### config.mk
export PLATFORM = sky130hd
export DESIGN_NAME = cs_cell
export DESIGN_NICKNAME = d
export VERILOG_FILES = /design/src/rtl/csseg_pkg.sv /design/src/rtl/cs_cell.sv
export SDC_FILE = /design/constraint.sdc
export NUM_CORES = 1
export LEC_CHECK = 0
export ABC_AREA = 1
export BUFFER_PORTS_ARGS = -buffer_cell sky130_fd_sc_hd__buf_4
export CORE_AREA = 3 3 40 42
export CTS_CLUSTER_SIZE = 10
export DETAILED_ROUTE_END_ITERATION = 12
export DIE_AREA = 0 0 43 45
export PLACE_DENSITY_LB_ADDON = 0.12
export SYNTH_ARGS = -nofsm -noshare
export SYNTH_HDL_FRONTEND = slang
export SYNTH_SLANG_ARGS = --single-unit
### constraint.sdc
create_clock -name clk -period 2.75 [get_ports clk]
set_input_delay 0.1375 -clock clk [delete_from_list [all_inputs] [get_ports clk]]
set_output_delay 0.1375 -clock clk [all_outputs]
set_load 0.02 [all_outputs]
### src/rtl/csseg_pkg.sv
// Shared types and constants for the CAN command segmenter.
`default_nettype none
package csseg_pkg;

  localparam int CHUNK_DEF   = 7;
  localparam int FRAME_PAYS  = 7;
  localparam logic [8:0] POS_ADDR    = 9'd0;
  localparam logic [8:0] POS_CODE    = 9'd1;
  localparam logic [8:0] POS_MAX     = 9'd255;
  localparam logic [8:0] POS_DISCARD = 9'd256;

  typedef struct packed {
    logic [7:0] cmd_byte;
    logic       last_byte;
  } cmd_t;

  typedef struct packed {
    logic [15:0] frame_id;
    logic [7:0]  code_byte;
    logic [7:0]  pay1;
    logic [7:0]  pay2;
    logic [7:0]  pay3;
    logic [7:0]  pay4;
    logic [7:0]  pay5;
    logic [7:0]  pay6;
    logic [7:0]  pay7;
    logic [3:0]  frame_len;
    logic        last_frame;
    logic        error;
  } frame_t;

  typedef struct packed {
    logic shift_en;
    logic clear;
  } cell_ctl_t;

endpackage
`default_nettype wire

### src/rtl/cs_cell.sv
// One payload byte cell of the chunk chain.
`default_nettype none
module cs_cell (
  input  logic                 clk,
  input  logic                 rst,
  input  csseg_pkg::cell_ctl_t ctl,
  input  logic [7:0]           din,
  input  logic                 prev_valid,
  output logic                 valid,
  output logic                 take,
  output logic [7:0]           data
);

  logic       valid_q;
  logic [7:0] data_q;

  assign take  = ctl.shift_en && prev_valid && !valid_q;
  assign valid = valid_q;
  assign data  = data_q;

  always_ff @(posedge clk) begin
    if (rst) begin
      valid_q <= 1'b0;
    end else if (ctl.clear) begin
      valid_q <= 1'b0;
    end else if (take) begin
      valid_q <= 1'b1;
    end
    if (take) begin
      data_q <= din;
    end
  end

endmodule
`default_nettype wire

### Yosys cells after proc, flatten, opt, wreduce, memory -nomap -nowiden

Index checks and enable logic that the tools add are counted.
Widths: inputs -> output; s select.

* register bits: 9
* bits of input ports: 13
* logic and storage cells: 6

* reduce and logical (&&, ||, !) cells: 4

Operator list (count)
* $logic_and 1x1->1: 2
* $reduce_or 2->1: 1
* $logic_not 1->1: 1

### Logic depth before layout (Yosys ltp)

Gate-level depths: netlist (run 1).

* depth in word-level cells: 2
* gate-level depth with buffers: 4

### Worst setup path after synthesis (run 1)

No wires, ideal clock.

* kind: register to register
* start point: reg valid_q (netlist: valid)
* end point: reg data_q[0] (netlist: data[0]), enable pin
* data arrival time: 1.019 ns
* stages on the path, launching flop included: 2
* required time: 2.366 ns
* path buffers: 0
* clock period less this slack: 1.403 ns
* slack: 1.347 ns
* path through: dfxtp_1 > nor2_1

* cells in the longest elaborated chain, start to end: 2

Ends and longest elaborated chain
* start, declared: line cs_cell.sv:14 `logic valid_q;`
* start signal, assigned: line cs_cell.sv:23 `valid_q <= 1'b0;`
* start signal, assigned: line cs_cell.sv:25 `valid_q <= 1'b0;`
* start signal, assigned: line cs_cell.sv:27 `valid_q <= 1'b1;`
* $logic_not 1->1: line cs_cell.sv:17 `assign take = ctl.shift_en && prev_valid && !valid_q;`
* $logic_and 1x1->1: line cs_cell.sv:17
* named net take: line cs_cell.sv:10 `output logic take,`
* end signal, assigned: line cs_cell.sv:30 `data_q <= din;`
* end, declared: line cs_cell.sv:15 `logic [7:0] data_q;`

The timed path passes the listed nets, and every way through them passes these cells.
A chain may end at the register's enable or synchronous reset.

### Final worst setup path (run 1)

* start point: reg valid_q (netlist: valid)
* end point: out take

* cells in the longest elaborated chain, start to end: 2

Ends and longest elaborated chain (line)
* $logic_not 1->1: cs_cell.sv:17
* $logic_and 1x1->1: cs_cell.sv:17
* end, declared: cs_cell.sv:10

Every way passes these cells.

==> results of run 1 <==
==> flip-flops by register name (all words and copies together) (netlist names) <==
name and count:
valid 1, data 8
==> metal layers <==
layer  wire [µm]  global-route usage  up-vias
met2         356              0.1287       12
met4           0             0.03614        0
met1         178             0.04762       93
met5           0                   0        -
li1            -                   -      109
met3          63             0.04781        0
==> area by class of cell <==
class                           instances  area [µm²]
Tap cell                               15       18.77
Fill cell                             126       785.8
Sequential cell                         9       260.3
Timing Repair Buffer                   22       165.2
Clock buffer                            4       26.28
Multi-Input combinational cell          5       21.27
Inverter                                2       7.507
==> placed cells by master (no fill, tap or decap) <==
cell type  Yosys  final
dfxtp_1        1      1
clkbuf_1       0      1
nor2_1         1      1
clkbuf_4       0      3
nand2_1        3      3
edfxtp_1       8      8
inv_1          2      2
buf_4          0     22
nor2_2         1      1
==> cells by family (layout without fill, tap and decap cells) <==
family | count (synthesis) | after routing | synth area share
flops | 9 | 9 | 0.9004
simple gates | 5 | 5 | 0.07359
buf+inv | 2 | 28 | 0.02598
==> power breakdown <==
group          leakage [nW]  switching, mW  internal [mW]  total (mW)
clock                0.0150         0.0385         0.0554      0.0939
sequential           0.0830        0.00167          0.156       0.157
combinational         0.131         0.0161         0.0189      0.0349
total                 0.229         0.0562          0.230       0.286
==> worst max-delay path, cell delays in order (launching register included) <==
cell and delay, ps:
dfxtp_1 330, nor2_1 550, buf_4 260
==> final timing paths <==
path	slack, ps	cells past startpoint	end
worst min-delay path	60	1	data[1]
worst max register to register	1500	1	data[7]
worst max-delay path	1220	2	take
worst min register to register	560	4	valid
==> through the flow <==
step | instances | hold WS, ps | instance area [µm²]
3_5_place_dp | 53 | 317.0 | 473.0
4_1_cts | 57 | 54.63 | 499.2
5_1_grt | 57 | 45.43 | 499.2
3_3_place_gp | 53 | 315.9 | 473.0
6_report | 57 | 64.45 | 499.2
2_1_floorplan | 16 | 236.4 | 289.0
==> impl_metrics.ini, run 1 <==
[outcome]
outcome = finished clean

[power_and_ir_drop]
p_leak_nw = 0.2287
report.power.total_uw = 286.3
power_density_mw_per_mm2 = 573.5
worst_ir_drop_vdd_uv = 241.7

[grt]
antenna_found_initial = 0
overflow = 0
grt_pass1_wl_um = 883
grt_max_degree = 10
first_global_vias = 227
gr-usage-all-layers = 0.06751

[yosys]
synth.avg_cell_area_um2 = 18.06
synthesis.instances = 16
yosys-top-cells-area = edfxtp_1 (83%), dfxtp_1 (6.9%), nand2_1 (3.9%)
synthDistinctLibCells = 6
synth_edf_count = 8
async_flop_share = 0
yosys-top-cells-count = edfxtp_1 (8), nand2_1 (3), inv_1 (2)
syn_nets = 29
yosysSeqAreaShare = 0.9004
yosysMostFrequentCell = edfxtp_1
yosys.area.top_type = edfxtp_1
synth_flop_cell = edfxtp_1
yosysWarningCount = 0
netlist.area_leader.share = 0.8312
synth_seq_cells = 9
syn-cell-area_um2 = 289.0

[layout]
nNetsFinal = 56
diodes = 0
final_core_util = 0.3885
drive_gt1_frac = 0.6190
syn2layout_area_growth_pct = 72.73

[drt]
ant_nets = 0
drc = 0
drtPass1Iterations = 2
routed_wl_um = 598
wire_per_inst_um = 10.49
drt_iter0_markers = 3
vias = 214
routed_via_density = 3.754

[setup_path]
startpoint = valid
crit_path_end_kind = primary output
required_ps = 2610
worstSetupPathType = flip-flop to primary output
reg2reg_from = valid
crit_fanout = 9
crit_path_start_kind = flip-flop
cp_data_arrival_time_ps = 1390

[placed_design]
place_ws_ps = 1463
numPortBuffers = 22
routabilityCongestion = 0.5196

[cts]
h-tree-depth = 1
clkSlewWorstSetupHoldPaths_ps = 60
clockRootBuffer = clkbuf_4
post_cts_buffers = 0
cts_hold_buf = 0
cts.sinks = 9
post_cts_resized = 0
clock_latency_ps = 250
cts_tree = done
cts_buffers = 3
clockBufferDepth = 2

[sta]
post-route-period-util = 0.5549
fin_tns_setup_ps = 0
rsz0062_at_grt = false
slew_violations = 0
setup_viol_count_final = 0
worst_pin_slew_ps = 691.4
finalHoldViolCount = 0
relSlewSlack = 0.5374
fmax_mhz = 655.3
period_needed_ps = 1526
finalClockSkew_ps = 2.454
setup_ws_ps = 1224

[worst_hold_path]
hold_class = input pin to flip-flop
hold_start = din[1]

[die]
core_area_mm2 = 0.001285
start_util = 0.2249
rows = 13
fp.dieW_um = 43
dieArea_mm2 = 0.001935
fp.dieH_um = 45
top_level_ports = 23

[run]
drv_cap = 0
Note: power is estimated with default switching activity, not from simulation.
==> run 2: changes to the inputs <==
--- a/config.mk
+++ b/config.mk
@@ -5,7 +5,7 @@
 export SDC_FILE = /design/constraint.sdc
 export NUM_CORES = 1
 export LEC_CHECK = 0
-export ABC_AREA = 1
+export ABC_AREA = 0
 export BUFFER_PORTS_ARGS = -buffer_cell sky130_fd_sc_hd__buf_4
 export CORE_AREA = 3 3 40 42
 export CTS_CLUSTER_SIZE = 10
==> constraint.sdc (replaced) <==
create_clock -name clk -period 1.6 [get_ports clk]
set_input_delay 0.08 -clock clk [delete_from_list [all_inputs] [get_ports clk]]
set_output_delay 0.08 -clock clk [all_outputs]
set_load 0.02 [all_outputs]
==> run 2 against run 1 <==
Critical endpoint is now valid. First-iteration DRC count shrank 100%. Clock-buffer cell count unchanged. Clock skew decreased by 1.9 ps. Core utilization rose by 7.9 points. Setup slack got worse by 860 ps. Register-to-register slack worse by 1100 ps. Synthesized cell count is 19% lower. Critical path depth grew 2. Cell count grew 14%. Critical path type is now input pin to flip-flop. Global-route usage up 0.84 points. Flip-flop and latch count unchanged. Hold slack gained 300 ps.
==> impl_metrics.ini, run 2 <==
[setup_path]
crit_top_cell = dlygate4sd3_1
worstSetupPathType = input pin to flip-flop
rr_worst_depth = 3
cp_data_arrival_time_ps = 1430
cpPeakStageDelay_ps = 550
crit_path_end_kind = flip-flop
required_ps = 1800
crit_buf_inv = 3
crit_path_start_kind = input pin
cp_slowest_cell = dlygate4sd3_1
reg2reg_from = valid
r2r_setup_slack_ps = 430
crit_fanout = 1
r2r-end = valid
path_cells = dlygate4sd3_1 -> buf_4 -> nor3_2 -> dlygate4sd3_1
crit_family = buffers and inverters

[yosys]
yosysMostFrequentCell = edfxtp_1
synth_compound_area_frac = 0.01770
syn-cell-area_um2 = 282.8
muxShareOfSynthArea = 0
yosysSeqAreaShare = 0.9204
synth.avg_cell_area_um2 = 21.75
yosys-top-cells-area = edfxtp_1 (85%), dfxtp_1 (7.1%), nor3_2 (3.5%)
synth_xor_area_frac = 0
synth_seq_cells = 9
synth_edf_count = 8
synth_flop_cell = edfxtp_1
synth_top_family_by_area = simple AND/OR/NAND/NOR gates
synthSimpleGateAreaFrac = 0.06195
yosys.area.top_type = edfxtp_1
synth_adder_area_share = 0
synthesis.instances = 13
synthDistinctLibCells = 6
syn_nets = 26
async_flop_share = 0
netlist.area_leader.share = 0.8496
yosysWarningCount = 0

[placed_design]
numPortBuffers = 22
routabilityCongestion = 0.5914

[die]
dieArea_mm2 = 0.001935
rows = 13
fp.dieH_um = 45
top_level_ports = 23
start_util = 0.2201
fp.dieW_um = 43
core_area_mm2 = 0.001285

[grt]
first_global_vias = 251
grt_max_degree = 10
overflow = 0
gr-usage-all-layers = 0.07595
antenna_found_initial = 0
grt_pass1_wl_um = 966

[power_and_ir_drop]
report.power.total_uw = 518.7
p_switching_uw = 106.4
worst_ir_drop_vdd_uv = 331.2
seqPwrFrac = 0.520
p_leak_nw = 0.2623
sw_frac_of_total = 0.2051
clkPwrFrac = 0.324
p_int_uw = 412.3
pwr-share-comb = 0.156
power_density_mw_per_mm2 = 863.7

[layout]
largest_reg_flops = 8
syn2layout_area_growth_pct = 112.4
diodes = 0
fillerInstances = 125
final_common_cell = buf_4
drive_gt1_frac = 0.5400
nNetsFinal = 64
multi_input_area_um2 = 22.52
seq_area_um2 = 260.3
mostFrequentLayoutCells = buf_4 (23), dlygate4sd3_1 (10), edfxtp_1 (8), clkbuf_4 (3)

[sta]
finalHoldViolCount = 0
finalClockSkew_ps = 0.6026
setup_viol_count_final = 0
post-route-period-util = 0.7736
rsz0062_at_grt = false
fmax_mhz = 807.9
slew_violations = 0
worst_pin_slew_ps = 154.2
period_needed_ps = 1238
fin_tns_setup_ps = 0
relSlewSlack = 0.8972

[cts]
clkSlewWorstSetupHoldPaths_ps = 60
post_cts_resized = 0
post_cts_buffers = 0
cts_tree = done
clockRootBuffer = clkbuf_4
clock_latency_ps = 250
h-tree-depth = 1
cts.sinks = 9
cts_buffers = 3
clockBufferDepth = 2

[drt]
routed_wl_um = 681
vias = 242
drc = 0
drt_iter0_markers = 0
routed_via_density = 3.723
ant_nets = 0
drtPass1Iterations = 1
wire_per_inst_um = 10.48

[worst_hold_path]
min_path_cells = 4
hold_class = input pin to flip-flop
hold-path-endpoint = data[7]
hold_start = prev_valid

[outcome]
outcome = finished clean

[run]
drv_cap = 0
-- run 2: cell types whose count changed in the layout (fill, tap and decap cells not counted), sizes merged --
| cell | delta |
|---|---|
| inv | -2 |
| a21oi | +1 |
| nor3 | +1 |
| nor2 | -1 |
| buf | +1 |
| nand2 | -2 |
| dlygate4sd3 | +10 |
-- run 2: power groups by stage --
| stage | logic (mW) | clock network (mW) | registers (mW) |
|---|---|---|---|
| after floorplan | 0.00791 | 0 | 0.288 |
| after global placement | 0.0611 | 0 | 0.275 |
| after detailed placement | 0.0630 | 0 | 0.275 |
| after CTS | 0.0818 | 0.179 | 0.270 |
| after global routing | 0.0858 | 0.192 | 0.271 |
| final | 0.0807 | 0.168 | 0.270 |
-- run 2: routing by layer --
layer / wire length, µm / global-route usage / up-vias
li1: - / - / 123
met1: 206 / 0.05764 / 107
met2: 398 / 0.1317 / 12
met3: 77 / 0.04382 / 0
met4: 0 / 0.07229 / 0
met5: 0 / 0 / -
-- run 2: cells by family (layout without fill, tap and decap cells) --
| family | count (synthesis) | count (layout) |
|---|---|---|
| compound gates | 1 | 1 |
| buf+inv | 0 | 37 |
| flops | 9 | 9 |
| simple gates | 3 | 3 |
-- run 2: timing repair --
action / 4_1_cts / 5_1_grt
hold buffers: 10 / 0
hold endpoints to repair: 9 / 0
endpoints found under the setup margin: 0 / 0
-- run 2: final cells by class --
cell class	instances	area share
Tap cell	15	0.03125
Multi-Input combinational cell	4	0.03750
Timing Repair Buffer	33	0.4542
Sequential cell	9	0.4333
Clock buffer	4	0.04375
-- run 2: how the worst max path moves through the flow --
stage / from / end / slack, ps / cells past startpoint
6_report: rst / valid / 360 / 4
5_1_grt: rst / valid / 360 / 4
4_1_cts: rst / valid / 390 / 4
3_5_place_dp: valid / data[4] / 710 / 2
3_3_place_gp: valid / data[4] / 730 / 2
2_1_floorplan: valid / data[0] / 200 / 1
-- run 2: stage by stage --
stage / util / cell area [µm²] / hold WS [ps] / cells / setup WS, ps
global route: 0.4674 / 600.6 / 374.8 / 65 / 359.9
global placement: 0.3690 / 474.2 / 242.6 / 51 / 729.0
floorplan: - / 282.8 / 149.0 / 13 / 197.2
finish: 0.4674 / 600.6 / 364.9 / 65 / 362.3
CTS: 0.4674 / 600.6 / 352.4 / 65 / 388.1
detailed placement: 0.3690 / 474.2 / 246.9 / 51 / 705.5
-- run 2: worst min-delay path, delay by kind of cell --
| family | cells | cell delay (ps) |
|---|---|---|
| AND/OR/NAND/NOR | 2 | 130 |
| buffers and inverters | 2 | 270 |
